**config.mk**
```make
export PLATFORM = sky130hd
export DESIGN_NAME = rect_fill_address_walker_top_flat
export DESIGN_NICKNAME = d
export VERILOG_FILES = /design/src/design/rfaw_pkg.sv /design/src/design/rfaw_if.sv /design/src/design/rect_fill_address_walker_top.sv /design/src/design/rfaw_ycc.sv /design/src/design/rfaw_walker.sv /design/src/design/rfaw_addr.sv /design/src/flat_wrapper.sv
export SDC_FILE = /design/constraint.sdc
export NUM_CORES = 2
export LEC_CHECK = 0
export ABC_AREA = 1
export BUFFER_PORTS_ARGS = -buffer_cell sky130_fd_sc_hd__buf_2
export CORE_ASPECT_RATIO = 0.8
export CORE_UTILIZATION = 52
export CTS_CLUSTER_DIAMETER = 120
export CTS_CLUSTER_SIZE = 14
export DETAILED_ROUTE_END_ITERATION = 12
export GPL_TIMING_DRIVEN = 0
export PLACE_DENSITY = 0.68
export SYNTH_ARGS = -nofsm -noshare
export SYNTH_HDL_FRONTEND = slang
export SYNTH_HIERARCHICAL = 1
export SYNTH_SLANG_ARGS = --single-unit
```
**constraint.sdc**
```tcl
create_clock -name clk -period 11.3 [get_ports clk]
set_clock_uncertainty 0.05 [all_clocks]
set_input_delay 0 -clock clk [delete_from_list [all_inputs] [get_ports clk]]
set_output_delay 0 -clock clk [all_outputs]
set_load 0.005 [all_outputs]
```
**src/design/rfaw_pkg.sv**
```systemverilog
package rfaw_pkg;

  localparam int unsigned MAX_DIM        = 4096;
  localparam int unsigned COEF_FRAC_BITS = 16;

  localparam int unsigned DIM_W   = $clog2(MAX_DIM + 1);
  localparam int unsigned ADDR_W  = 32;
  localparam int unsigned DATA_W  = 32;
  localparam int unsigned PITCH_W = 15;
  localparam int unsigned SURF_W  = 13;
  localparam int unsigned CFG_W   = 32;
  localparam int unsigned SUM_W   = COEF_FRAC_BITS + 11;

  // BT.601 coefficients, scaled and rounded to nearest
  localparam logic [63:0] DEN  = 64'd100000000000;
  localparam logic [63:0] HALF = 64'd50000000000;
  localparam logic signed [SUM_W-1:0] K_YR =
    SUM_W'(((64'd25678906250 << COEF_FRAC_BITS) + HALF) / DEN);
  localparam logic signed [SUM_W-1:0] K_YG =
    SUM_W'(((64'd50412890625 << COEF_FRAC_BITS) + HALF) / DEN);
  localparam logic signed [SUM_W-1:0] K_YB =
    SUM_W'(((64'd9790625000 << COEF_FRAC_BITS) + HALF) / DEN);
  localparam logic signed [SUM_W-1:0] K_BR =
    SUM_W'(((64'd14822265625 << COEF_FRAC_BITS) + HALF) / DEN);
  localparam logic signed [SUM_W-1:0] K_BG =
    SUM_W'(((64'd29099218750 << COEF_FRAC_BITS) + HALF) / DEN);
  localparam logic signed [SUM_W-1:0] K_BB =
    SUM_W'(((64'd43921484375 << COEF_FRAC_BITS) + HALF) / DEN);
  localparam logic signed [SUM_W-1:0] K_RR =
    SUM_W'(((64'd43921484375 << COEF_FRAC_BITS) + HALF) / DEN);
  localparam logic signed [SUM_W-1:0] K_RG =
    SUM_W'(((64'd36778906250 << COEF_FRAC_BITS) + HALF) / DEN);
  localparam logic signed [SUM_W-1:0] K_RB =
    SUM_W'(((64'd7142578125 << COEF_FRAC_BITS) + HALF) / DEN);
  localparam logic signed [SUM_W-1:0] OFS_16  = SUM_W'(64'd16 << COEF_FRAC_BITS);
  localparam logic signed [SUM_W-1:0] OFS_128 = SUM_W'(64'd128 << COEF_FRAC_BITS);

  typedef enum logic [1:0] {
    FMT_ARGB = 2'd0,
    FMT_RGBA = 2'd1,
    FMT_NV12 = 2'd2,
    FMT_NV21 = 2'd3
  } fmt_t;

  typedef enum logic [2:0] {
    REG_PIXEL_FORMAT   = 3'd0,
    REG_SURFACE_WIDTH  = 3'd1,
    REG_SURFACE_HEIGHT = 3'd2,
    REG_ROW_PITCH      = 3'd3,
    REG_BUFFER_BASE    = 3'd4,
    REG_FILL_COLOR     = 3'd5,
    REG_RECT_ORIGIN    = 3'd6,
    REG_RECT_SIZE      = 3'd7
  } cfg_reg_t;

  typedef struct packed {
    fmt_t                pixel_format;
    logic [SURF_W-1:0]   surface_width;
    logic [SURF_W-1:0]   surface_height;
    logic [PITCH_W-1:0]  row_pitch;
    logic [ADDR_W-1:0]   buffer_base;
    logic [DATA_W-1:0]   fill_color;
    logic [31:0]         rect_origin;
    logic [31:0]         rect_size;
  } cfg_t;

  typedef struct packed {
    logic [7:0] y;
    logic [7:0] cb;
    logic [7:0] cr;
  } ycc_t;

  typedef struct packed {
    logic [DIM_W-1:0] col;
    logic [DIM_W-1:0] row;
    logic             last;
    ycc_t             ycc;
  } pix_t;

  typedef struct packed {
    logic [ADDR_W-1:0] pixel_address;
    logic [DATA_W-1:0] pixel_data;
    logic [3:0]        byte_enable;
    logic              chroma_write;
    logic [ADDR_W-1:0] chroma_address;
    logic [15:0]       chroma_data;
    logic              last_pixel;
  } res_t;

endpackage

```
**src/design/rfaw_if.sv**
```systemverilog
interface rfaw_in_if;
  logic valid;
  logic ready;
  logic start_fill;

  modport source (output valid, output start_fill, input ready);
  modport sink   (input valid, input start_fill, output ready);
endinterface

interface rfaw_out_if;
  logic        valid;
  logic        ready;
  logic [31:0] pixel_address;
  logic [31:0] pixel_data;
  logic [3:0]  byte_enable;
  logic        chroma_write;
  logic [31:0] chroma_address;
  logic [15:0] chroma_data;
  logic        last_pixel;

  modport source (output valid, output pixel_address, output pixel_data,
                  output byte_enable, output chroma_write, output chroma_address,
                  output chroma_data, output last_pixel, input ready);
  modport sink   (input valid, input pixel_address, input pixel_data,
                  input byte_enable, input chroma_write, input chroma_address,
                  input chroma_data, input last_pixel, output ready);
endinterface

```
**src/design/rect_fill_address_walker_top.sv**
```systemverilog
// Solid-fill address walker: one pixel write out for each input item that lands in a fill.
// An accepted item's result passes through the walker, product and result registers in turn.
// Throughput: one item per cycle; each stage holds only while the stage after it is full and
// stalled, so bubbles close up behind a waiting result. The row*pitch products get a stage
// of their own, which adds a register stage but costs no throughput.
// Reset: synchronous, active low; clears registers, walker and valid bits; engine left idle.
module rect_fill_address_walker_top (
  input  logic                          clk,
  input  logic                          rst_n,
  rfaw_in_if.sink                       in_ch,
  rfaw_out_if.source                    out_ch,
  input  logic                          cfg_we,
  input  logic [2:0]                    cfg_index,
  input  logic [rfaw_pkg::CFG_W-1:0]    cfg_wdata
);
  import rfaw_pkg::*;

  // Configuration registers; the walker latches bounds and Y/Cb/Cr at start,
  // everything else is read live for each pixel.
  cfg_t cfg_r, cfg_nxt;

  ycc_t ycc;
  logic pix_valid, pix_ready;
  pix_t pix;
  logic res_valid;
  res_t res;

  always_comb begin
    cfg_nxt = cfg_r;
    if (cfg_we) begin
      unique case (cfg_reg_t'(cfg_index))
        REG_PIXEL_FORMAT:   cfg_nxt.pixel_format   = fmt_t'(cfg_wdata[1:0]);
        REG_SURFACE_WIDTH:  cfg_nxt.surface_width  = cfg_wdata[SURF_W-1:0];
        REG_SURFACE_HEIGHT: cfg_nxt.surface_height = cfg_wdata[SURF_W-1:0];
        REG_ROW_PITCH:      cfg_nxt.row_pitch      = cfg_wdata[PITCH_W-1:0];
        REG_BUFFER_BASE:    cfg_nxt.buffer_base    = cfg_wdata[ADDR_W-1:0];
        REG_FILL_COLOR:     cfg_nxt.fill_color     = cfg_wdata[DATA_W-1:0];
        REG_RECT_ORIGIN:    cfg_nxt.rect_origin    = cfg_wdata[31:0];
        REG_RECT_SIZE:      cfg_nxt.rect_size      = cfg_wdata[31:0];
        default:            cfg_nxt = cfg_r;
      endcase
    end
  end

  always_ff @(posedge clk) begin
    if (!rst_n) begin
      cfg_r <= '0;
    end else begin
      cfg_r <= cfg_nxt;
    end
  end

  // Colour conversion runs off the live fill colour; the walker samples it on start.
  rfaw_ycc u_ycc (
    .fill_color (cfg_r.fill_color),
    .ycc        (ycc)
  );

  // Clip, hold the walk position and issue one pixel per accepted item while a fill is active.
  rfaw_walker u_walker (
    .clk           (clk),
    .rst_n         (rst_n),
    .cfg           (cfg_r),
    .ycc_in        (ycc),
    .in_valid      (in_ch.valid),
    .in_start_fill (in_ch.start_fill),
    .in_ready      (in_ch.ready),
    .pix_valid     (pix_valid),
    .pix           (pix),
    .pix_ready     (pix_ready)
  );

  // Form addresses and write data for the chosen format.
  rfaw_addr u_addr (
    .clk       (clk),
    .rst_n     (rst_n),
    .cfg       (cfg_r),
    .pix_valid (pix_valid),
    .pix       (pix),
    .pix_ready (pix_ready),
    .res_valid (res_valid),
    .res       (res),
    .res_ready (out_ch.ready)
  );

  assign out_ch.valid          = res_valid;
  assign out_ch.pixel_address  = res.pixel_address;
  assign out_ch.pixel_data     = res.pixel_data;
  assign out_ch.byte_enable    = res.byte_enable;
  assign out_ch.chroma_write   = res.chroma_write;
  assign out_ch.chroma_address = res.chroma_address;
  assign out_ch.chroma_data    = res.chroma_data;
  assign out_ch.last_pixel     = res.last_pixel;
endmodule

```
**src/design/rfaw_ycc.sv**
```systemverilog
module rfaw_ycc (
  input  logic [31:0]   fill_color,
  output rfaw_pkg::ycc_t ycc
);
  import rfaw_pkg::*;

  logic signed [SUM_W-1:0] r_s, g_s, b_s;
  logic signed [SUM_W-1:0] y_sum, cb_sum, cr_sum;

  function automatic logic [7:0] sat_byte(input logic signed [SUM_W-1:0] v);
    logic signed [SUM_W-1:0] q;
    q = v >>> COEF_FRAC_BITS;
    if (v <= 0) return 8'd0;
    else if (q >= 255) return 8'd255;
    else return q[7:0];
  endfunction

  assign r_s = SUM_W'(fill_color[23:16]);
  assign g_s = SUM_W'(fill_color[15:8]);
  assign b_s = SUM_W'(fill_color[7:0]);

  assign y_sum  = OFS_16  + K_YR * r_s + K_YG * g_s + K_YB * b_s;
  assign cb_sum = OFS_128 - K_BR * r_s - K_BG * g_s + K_BB * b_s;
  assign cr_sum = OFS_128 + K_RR * r_s - K_RG * g_s - K_RB * b_s;

  assign ycc.y  = sat_byte(y_sum);
  assign ycc.cb = sat_byte(cb_sum);
  assign ycc.cr = sat_byte(cr_sum);
endmodule

```
**src/design/rfaw_walker.sv**
```systemverilog
module rfaw_walker (
  input  logic            clk,
  input  logic            rst_n,
  input  rfaw_pkg::cfg_t  cfg,
  input  rfaw_pkg::ycc_t  ycc_in,
  input  logic            in_valid,
  input  logic            in_start_fill,
  output logic            in_ready,
  output logic            pix_valid,
  output rfaw_pkg::pix_t  pix,
  input  logic            pix_ready
);
  import rfaw_pkg::*;

  logic [DIM_W-1:0] col_r, col_nxt, row_r, row_nxt;
  logic [DIM_W-1:0] end_col_r, end_col_nxt, end_row_r, end_row_nxt;
  logic [DIM_W-1:0] left_r, left_nxt;
  logic             active_r, active_nxt;
  ycc_t             ycc_r, ycc_nxt;
  logic             pix_valid_r, pix_valid_nxt;
  pix_t             pix_r, pix_nxt;

  logic             accept, start, start_ok, emit, last;
  logic [15:0]      org_x, org_y;
  logic [DIM_W-1:0] clip_x, clip_y;
  logic [DIM_W:0]   col_inc, row_inc;

  function automatic logic [DIM_W-1:0] clip_end(input logic [15:0] org,
                                                 input logic [15:0] size,
                                                 input logic [SURF_W-1:0] surf);
    logic [16:0] e;
    e = {1'b0, org} + {1'b0, size};
    if (e > 17'(surf)) e = 17'(surf);
    if (e > 17'(MAX_DIM)) e = 17'(MAX_DIM);
    return e[DIM_W-1:0];
  endfunction

  assign in_ready = !pix_valid_r || pix_ready;
  assign accept   = in_valid && in_ready;
  assign start    = accept && in_start_fill;

  assign org_x    = cfg.rect_origin[15:0];
  assign org_y    = cfg.rect_origin[31:16];
  assign clip_x   = clip_end(org_x, cfg.rect_size[15:0], cfg.surface_width);
  assign clip_y   = clip_end(org_y, cfg.rect_size[31:16], cfg.surface_height);
  assign start_ok = (org_x < 16'(clip_x)) && (org_y < 16'(clip_y));

  always_comb begin
    col_nxt       = col_r;
    row_nxt       = row_r;
    end_col_nxt   = end_col_r;
    end_row_nxt   = end_row_r;
    left_nxt      = left_r;
    active_nxt    = active_r;
    ycc_nxt       = ycc_r;
    pix_valid_nxt = pix_valid_r && !pix_ready;
    pix_nxt       = pix_r;

    // load a new rectangle on start
    if (start) begin
      ycc_nxt    = ycc_in;
      active_nxt = start_ok;
      if (start_ok) begin
        col_nxt     = org_x[DIM_W-1:0];
        left_nxt    = org_x[DIM_W-1:0];
        row_nxt     = org_y[DIM_W-1:0];
        end_col_nxt = clip_x;
        end_row_nxt = clip_y;
      end
    end

    emit    = accept && active_nxt;
    col_inc = {1'b0, col_nxt} + 1'b1;
    row_inc = {1'b0, row_nxt} + 1'b1;
    last    = (col_inc == {1'b0, end_col_nxt}) && (row_inc == {1'b0, end_row_nxt});

    if (in_ready) begin
      pix_valid_nxt = emit;
    end

    if (emit) begin
      pix_nxt.col  = col_nxt;
      pix_nxt.row  = row_nxt;
      pix_nxt.last = last;
      pix_nxt.ycc  = ycc_nxt;
      // advance the walk
      if (last) begin
        active_nxt = 1'b0;
      end else if (col_inc >= {1'b0, end_col_nxt}) begin
        col_nxt = left_nxt;
        row_nxt = row_inc[DIM_W-1:0];
      end else begin
        col_nxt = col_inc[DIM_W-1:0];
      end
    end
  end

  always_ff @(posedge clk) begin
    if (!rst_n) begin
      col_r       <= '0;
      row_r       <= '0;
      end_col_r   <= '0;
      end_row_r   <= '0;
      left_r      <= '0;
      active_r    <= 1'b0;
      ycc_r       <= '0;
      pix_valid_r <= 1'b0;
    end else begin
      col_r       <= col_nxt;
      row_r       <= row_nxt;
      end_col_r   <= end_col_nxt;
      end_row_r   <= end_row_nxt;
      left_r      <= left_nxt;
      active_r    <= active_nxt;
      ycc_r       <= ycc_nxt;
      pix_valid_r <= pix_valid_nxt;
    end
  end

  always_ff @(posedge clk) begin
    pix_r <= pix_nxt;
  end

  assign pix_valid = pix_valid_r;
  assign pix       = pix_r;
endmodule

```
**src/design/rfaw_addr.sv**
```systemverilog
module rfaw_addr (
  input  logic            clk,
  input  logic            rst_n,
  input  rfaw_pkg::cfg_t  cfg,
  input  logic            pix_valid,
  input  rfaw_pkg::pix_t  pix,
  output logic            pix_ready,
  output logic            res_valid,
  output rfaw_pkg::res_t  res,
  input  logic            res_ready
);
  import rfaw_pkg::*;

  localparam int unsigned RPROD_W = DIM_W + PITCH_W;
  localparam int unsigned CPROD_W = SURF_W + 1 + PITCH_W;

  // product stage
  logic               mul_valid_r, mul_valid_nxt;
  pix_t               mul_pix_r;
  logic [RPROD_W-1:0] row_prod_r;
  logic [CPROD_W-1:0] chroma_prod_r;
  logic               mul_ready;

  // result stage
  logic               res_valid_r, res_valid_nxt;
  res_t               res_r, res_nxt;
  logic               res_take;

  logic [SURF_W:0]    chroma_row;
  logic [ADDR_W-1:0]  col_ext;

  assign res_take  = !res_valid_r || res_ready;
  assign mul_ready = res_take;
  assign pix_ready = !mul_valid_r || mul_ready;

  assign chroma_row    = {1'b0, cfg.surface_height} + (SURF_W + 1)'(pix.row >> 1);
  assign mul_valid_nxt = pix_ready ? pix_valid : mul_valid_r;

  always_ff @(posedge clk) begin
    if (pix_ready) begin
      mul_pix_r     <= pix;
      row_prod_r    <= RPROD_W'(pix.row) * RPROD_W'(cfg.row_pitch);
      chroma_prod_r <= CPROD_W'(chroma_row) * CPROD_W'(cfg.row_pitch);
    end
  end

  assign col_ext = ADDR_W'(mul_pix_r.col);

  always_comb begin
    res_nxt       = res_r;
    res_valid_nxt = res_take ? mul_valid_r : res_valid_r;
    if (res_take) begin
      res_nxt.last_pixel = mul_pix_r.last;
      unique case (cfg.pixel_format)
        FMT_ARGB: begin
          res_nxt.pixel_address  = cfg.buffer_base + ADDR_W'(row_prod_r) + (col_ext << 2);
          res_nxt.pixel_data     = cfg.fill_color;
          res_nxt.byte_enable    = 4'hF;
          res_nxt.chroma_write   = 1'b0;
          res_nxt.chroma_address = '0;
          res_nxt.chroma_data    = '0;
        end
        FMT_RGBA: begin
          res_nxt.pixel_address  = cfg.buffer_base + ADDR_W'(row_prod_r) + (col_ext << 2);
          res_nxt.pixel_data     = {cfg.fill_color[31:24], cfg.fill_color[7:0],
                                    cfg.fill_color[15:8], cfg.fill_color[23:16]};
          res_nxt.byte_enable    = 4'hF;
          res_nxt.chroma_write   = 1'b0;
          res_nxt.chroma_address = '0;
          res_nxt.chroma_data    = '0;
        end
        FMT_NV12: begin
          res_nxt.pixel_address  = cfg.buffer_base + ADDR_W'(row_prod_r) + col_ext;
          res_nxt.pixel_data     = DATA_W'(mul_pix_r.ycc.y);
          res_nxt.byte_enable    = 4'h1;
          res_nxt.chroma_write   = 1'b1;
          res_nxt.chroma_address = cfg.buffer_base + ADDR_W'(chroma_prod_r)
                                   + {col_ext[ADDR_W-1:1], 1'b0};
          res_nxt.chroma_data    = {mul_pix_r.ycc.cr, mul_pix_r.ycc.cb};
        end
        FMT_NV21: begin
          res_nxt.pixel_address  = cfg.buffer_base + ADDR_W'(row_prod_r) + col_ext;
          res_nxt.pixel_data     = DATA_W'(mul_pix_r.ycc.y);
          res_nxt.byte_enable    = 4'h1;
          res_nxt.chroma_write   = 1'b1;
          res_nxt.chroma_address = cfg.buffer_base + ADDR_W'(chroma_prod_r)
                                   + {col_ext[ADDR_W-1:1], 1'b0};
          res_nxt.chroma_data    = {mul_pix_r.ycc.cb, mul_pix_r.ycc.cr};
        end
        default: begin
          res_nxt = res_r;
        end
      endcase
    end
  end

  always_ff @(posedge clk) begin
    if (!rst_n) begin
      mul_valid_r <= 1'b0;
      res_valid_r <= 1'b0;
    end else begin
      mul_valid_r <= mul_valid_nxt;
      res_valid_r <= res_valid_nxt;
    end
  end

  always_ff @(posedge clk) begin
    res_r <= res_nxt;
  end

  assign res_valid = res_valid_r;
  assign res       = res_r;
endmodule

```
**src/flat_wrapper.sv**
```systemverilog
// flat-port wrapper written by rule: the top's interface ports become plain ports
module rect_fill_address_walker_top_flat import rfaw_pkg::*;
  (clk, rst_n, cfg_we, cfg_index, cfg_wdata, in_ch_valid, in_ch_start_fill, in_ch_ready, out_ch_valid, out_ch_pixel_address, out_ch_pixel_data, out_ch_byte_enable, out_ch_chroma_write, out_ch_chroma_address, out_ch_chroma_data, out_ch_last_pixel, out_ch_ready);
  rfaw_in_if in_ch_i ();
  rfaw_out_if out_ch_i ();
  input  logic clk;
  input  logic rst_n;
  input  logic cfg_we;
  input  logic [2:0] cfg_index;
  input  logic [rfaw_pkg::CFG_W-1:0] cfg_wdata;
  input wire logic [$bits(in_ch_i.valid)-1:0] in_ch_valid;
  input wire logic [$bits(in_ch_i.start_fill)-1:0] in_ch_start_fill;
  output wire logic [$bits(in_ch_i.ready)-1:0] in_ch_ready;
  output wire logic [$bits(out_ch_i.valid)-1:0] out_ch_valid;
  output wire logic [$bits(out_ch_i.pixel_address)-1:0] out_ch_pixel_address;
  output wire logic [$bits(out_ch_i.pixel_data)-1:0] out_ch_pixel_data;
  output wire logic [$bits(out_ch_i.byte_enable)-1:0] out_ch_byte_enable;
  output wire logic [$bits(out_ch_i.chroma_write)-1:0] out_ch_chroma_write;
  output wire logic [$bits(out_ch_i.chroma_address)-1:0] out_ch_chroma_address;
  output wire logic [$bits(out_ch_i.chroma_data)-1:0] out_ch_chroma_data;
  output wire logic [$bits(out_ch_i.last_pixel)-1:0] out_ch_last_pixel;
  input wire logic [$bits(out_ch_i.ready)-1:0] out_ch_ready;
  assign in_ch_i.valid = in_ch_valid;
  assign in_ch_i.start_fill = in_ch_start_fill;
  assign in_ch_ready = in_ch_i.ready;
  assign out_ch_valid = out_ch_i.valid;
  assign out_ch_pixel_address = out_ch_i.pixel_address;
  assign out_ch_pixel_data = out_ch_i.pixel_data;
  assign out_ch_byte_enable = out_ch_i.byte_enable;
  assign out_ch_chroma_write = out_ch_i.chroma_write;
  assign out_ch_chroma_address = out_ch_i.chroma_address;
  assign out_ch_chroma_data = out_ch_i.chroma_data;
  assign out_ch_last_pixel = out_ch_i.last_pixel;
  assign out_ch_i.ready = out_ch_ready;
  rect_fill_address_walker_top u_core (.clk(clk), .rst_n(rst_n), .in_ch(in_ch_i), .out_ch(out_ch_i), .cfg_we(cfg_we), .cfg_index(cfg_index), .cfg_wdata(cfg_wdata));
endmodule
```
### Yosys cells after proc, flatten, opt, wreduce, memory -nomap -nowiden

Index checks and enable logic that the tools add are counted.

* mux-type cells: 32
* multipliers: 11
* $add $sub $neg: 19
* $lt $le $gt $ge: 13
* equal/unequal tests: 12
* reduce and logical (&&, ||, !) cells: 23

Operators with widths (number)
* $pmux W117 S4: 1
* $mux W13: 18
* $le A27 B1 Y1 const B: 3
* $add A32 B13 Y32: 2
* $mux W8: 6
* $mul A15 B8 Y23 const A: 2
* $mul A13 B8 Y21 const A: 2
* $mul A11 B8 Y19 const A: 2
* $add A16 B16 Y17: 2
* $gt A17 B13 Y1: 2
* $gt A17 B13 Y1 const B: 2
* $mux W17: 2
* $ge A11 B9 Y1 const B: 3
* $add A32 B15 Y32: 1
* $add A32 B28 Y32: 1
* $add A32 B29 Y32: 1
* $lt A16 B13 Y1: 2
* $mul A14 B15 Y29: 1
* $add A13 B1 Y14 const B: 2
* $eq A14 B13 Y1: 2
* $mul A13 B15 Y28: 1
* $add A22 B27 Y27 const A: 1
* $add A26 B24 Y27: 1
* $add A27 B22 Y27: 1
* other kinds (24): 49

* register bits after elaboration: 528
* input port bits: 41
* output and inout port bits: 120
* word-level logic and storage cells: 150

### Longest topological paths before layout

* word-level depth: 14
* gate-level depth with buffers: 61
* mapped depth without buffers: 59

### Cells and area by module

Netlist, hierarchy kept.

Modules (own cells, without submodules)
* rfaw_addr: times used 1, sequential area each 6346.1 µm², cells an instance 3255, area an instance 26987.1 µm²
* rfaw_ycc: times used 1, sequential area each 0.0 µm², cells an instance 2426, area an instance 18151.2 µm²
* rfaw_walker: times used 1, sequential area each 3353.2 µm², cells an instance 1625, area an instance 10969.3 µm²
* rect_fill_address_walker_top: times used 1, sequential area each 3423.3 µm², cells an instance 974, area an instance 6730.2 µm²

### Worst setup path after synthesis

Ideal clock, no wire load.

* path type: reg2reg
* start point: reg u_core/cfg_r[80] (netlist name)
* end point: reg u_core.u_walker.pix_r (netlist bit u_core/u_walker/pix[2]) (data pin)
* library setup time: 0.267 ns
* required time: 10.983 ns
* data arrival time: 7.876 ns
* period minus slack after synthesis: 8.192 ns
* stages on the path, launching flop included: 42
* path buffers: 0
* slack: 3.108 ns
* path through: dfxtp_1 > inv_1 > ha_1 > ha_1 > inv_1 > fa_1 > inv_1 > ha_1 > fa_1 > nand3_1 > nand2_1 > a31oi_1 > xor2_1 > ha_1 > fa_1 > fa_1 > inv_1 > fa_1 > [6 not listed] > inv_1 > a21oi_1 > xnor2_1 > ha_1 > nand2_1 > inv_1 > nand2_1 > nor3_1 > nand4_1 > nand3_1 > xor2_1 > nand3_1 > nor2_1 > nand2_1 > nand2_2 > a21oi_1 > inv_1 > a21oi_1

RTL lines
* start: declaration: RTL line rect_fill_address_walker_top.sv:20 `cfg_t cfg_r, cfg_nxt;`
* start signal: assignment: RTL line rect_fill_address_walker_top.sv:49 `cfg_r <= cfg_nxt;`
* end signal: assignment: RTL line rfaw_walker.sv:121 `pix_r <= pix_nxt;`
* end: declaration: RTL line rfaw_walker.sv:21 `pix_t pix_r, pix_nxt;`

==> run metrics <==
Hold Worst Slack 0.0770 ns; GRT overflow 0; Post-Route WL 204,000 um; H-tree depth 2; GRT Util Overall roughly 33%; Total Power a little under 10 mW; Post-DRT Antenna Nets 0; Num CTS Buffers 44; status finished, final reports clean; Rows 113; CP Data Required Time 11.82 ns; DR vias about 56,000; Post-synth ARST share 0%; synthesis-to-finish area growth 7.58%; FILL cells 11,300; first drt pass iteration count 6; syn_nets 9,663; minimum clock period roughly 11 ns; Tcrit/Tclk final 97.2%; crit path buf inv count 7; antenna violations before repair 8; NumNets Final about 10,000; FF+latch area between 10,000 and 15,000 um2; top cells by area, synth fa_1, ha_1, edfxtp_1, nand2_1, inv_1; Critical Path AT around 12 ns; Max rail drop VDD 0.000172 V; first-pass GRT wire length around 310,000 um; Top delay family on crit path adder cells; Worst-path clk slew ~0.080 ns; Cell Area, Synth about 63,000 um2; Iteration-0 DRC Markers between 5,000 and 6,000; IO Pins around 160; Initial Util between 50 and 60%; layout cells sized above 1 under 10%; Worst setup EP type register; Synth Register Bits 525; Clk Latency, worst-skew pair approximately 0.64 ns; clk buf depth 3; Syn Area/Cell 7.59 um2; TritonCTS clock tree yes; Die Wd 391 um; most frequent cells after synthesis nand2_1, inv_1, nor2_1; startpoint types register; top-area cell type share of the netlist area between 10% and 20%; clk sinks 525; Fin. Hold Viols 0; post-placement cell area 65,800 um2; number of synthesized flops with an enable pin between 200 and 300; DRC Markers 0; PD cells around 140 nW/um2; Slew @ Worst Pin between 1 and 1.5 ns; CP dominant cell by count inv_1; post-route cell area between 60,000 and 70,000 um2; WS Path Type reg2reg; Netlist cell types 67; hold crit path type in2reg; cell count after synthesis ~8,300; Ys Warns 6; CORE AREA ~120,000 um2; Vias/cell ~5.5; Fmax roughly 91 MHz; max-cap viol count 0; Slowest-stage cell, CP a21oi_1; Clock Tree Root clkbuf_16; largest net degree at the start of global routing 62; max incr delay on CP roughly 0.85 ns; Slew headroom 11.7%; number of global-route vias before repair about 52,000; hpwl dp 171,000 um; worst-path fanout max 14; Routed WL per cell ~20 um; final setup fails 0; RSZ-0062 raised after global routing true; multi-input combinational cell area 43,000 um2; register area share after synthesis roughly a fifth; area leader, netlist fa_1; Die Y roughly 310 um; Die ar. between 100,000 and 150,000 um2; Most used DFF post-synth dfxtp_1; final slew viol count 0; Buffers on Ports 159; count leader, synth nand2_1; Lkg Pwr 36.6 nW; Final Wtd Congestion 1.01
## tightest hold or removal path: cells and delay by family
kind | cells | cell delay (ns)
buf+inv | 2 | 0.41
simple gates | 3 | 0.32
## report_power, final
group	total [mW]	switching (mW)	internal, mW
Sequential	2.36	0.137	2.22
Clock	1.52	0.745	0.772
Combinational	5.92	4.04	1.89
## logic make-up after synthesis
family,synth area share (%)
and+or+nand+nor,23.9
other,0.00597
muxes,0.0179
xor gates and xnor gates,3.66
DFF,20.9
adders and majority gates,33.2
buffers and inverters,10.7
AOI/OAI and AO/OA,7.70
## registers in the layout, summed over array words and instances (netlist names), 13 cells and up
name and count:
u_core/cfg_r 171, u_core/u_addr/chroma_prod_r 29, u_core/u_addr/col_ext 13, u_core/u_addr/mul_pix_r 25
u_core/u_addr/res 115, u_core/u_addr/row_prod_r 28, u_core/u_walker/col_r 13, u_core/u_walker/end_col_r 13
u_core/u_walker/end_row_r 13, u_core/u_walker/left_r 13, u_core/u_walker/pix 51, u_core/u_walker/row_r 13
u_core/u_walker/ycc_r 24
## cell usage in the layout (no fill, tap or decap), drive strengths merged, types with 2 or more instances in the layout
cell type    instances
xnor2               87
nor3                59
buf                251
a31oi               15
a221oi               5
o21bai              25
and2                 9
nor4                12
edfxtp             261
ha                 803
clkbuf             174
o22ai               21
a21o                29
fa                 539
a21oi              441
dfxtp              264
or2                 44
a21boi              11
o311ai               2
and3                 4
o211ai              11
a211oi              29
xor2               172
nor2               895
inv               1551
o21ai              262
nand4               94
clkinv               9
nor3b                2
nand3b              33
diode                4
a22o                 4
a31o                 2
o21a                 9
nand3              439
nand2             1941
dlygate4sd3         46
o2111ai              3
## layer usage
| layer | wire length (um) | global-route usage (%) | up-vias |
|---|---|---|---|
| met5 | 13 | 0 | - |
| met1 | 96700 | 52.0 | 26300 |
| met2 | 76800 | 44.0 | 2463 |
| li1 | - | - | 26600 |
| met3 | 27900 | 11.1 | 190 |
| met4 | 2980 | 5.20 | 2 |
## cell type report
| cell class | count | share of cell area (%) |
|---|---|---|
| inverters | 1555 | 8.64 |
| diodes | 4 | 0.0148 |
| multi-input cells | 6008 | 63.6 |
| clock buffers | 70 | 1.80 |
| clock inverters | 6 | 0.165 |
| repair buffers | 209 | 2.02 |
| well taps | 1610 | 2.98 |
| flip-flops and latches | 525 | 19.4 |
| plain buffers | 192 | 1.34 |
## repair_timing
action | 4_1_cts | 5_1_grt
setup buffers | 0 | 0
gates resized for setup | 0 | 6
hold buffers | 46 | 0
setup endpoints to repair | 0 | 16
hold endpoints to repair | 163 | 0
## final timing paths
path	start	slack, ns	endpoint	cells after the start
worst min register to register	u_core/u_walker/pix[47]	0.33	u_core/u_addr/col_ext[9]	0
worst max-delay path	u_core/cfg_r[80]	0.31	u_core/u_walker/ycc_r[4]	41
worst max register to register	u_core/cfg_r[80]	0.31	u_core/u_walker/ycc_r[4]	41
worst min-delay path	cfg_wdata[12]	0.08	u_core/cfg_r[12]	5
## through the flow
stage,std cells,setup slack [ns],util (%),TNS (ns)
floorplan,8280,3.11,-,0
global placement,10000,0.149,55.0,0
detailed placement,10100,0.125,55.1,0
CTS,10200,0.0629,56.6,0
global route,10200,-0.216,56.6,-1.52
finish,10200,0.314,56.7,0
Power figures use the tool's default switching activity.
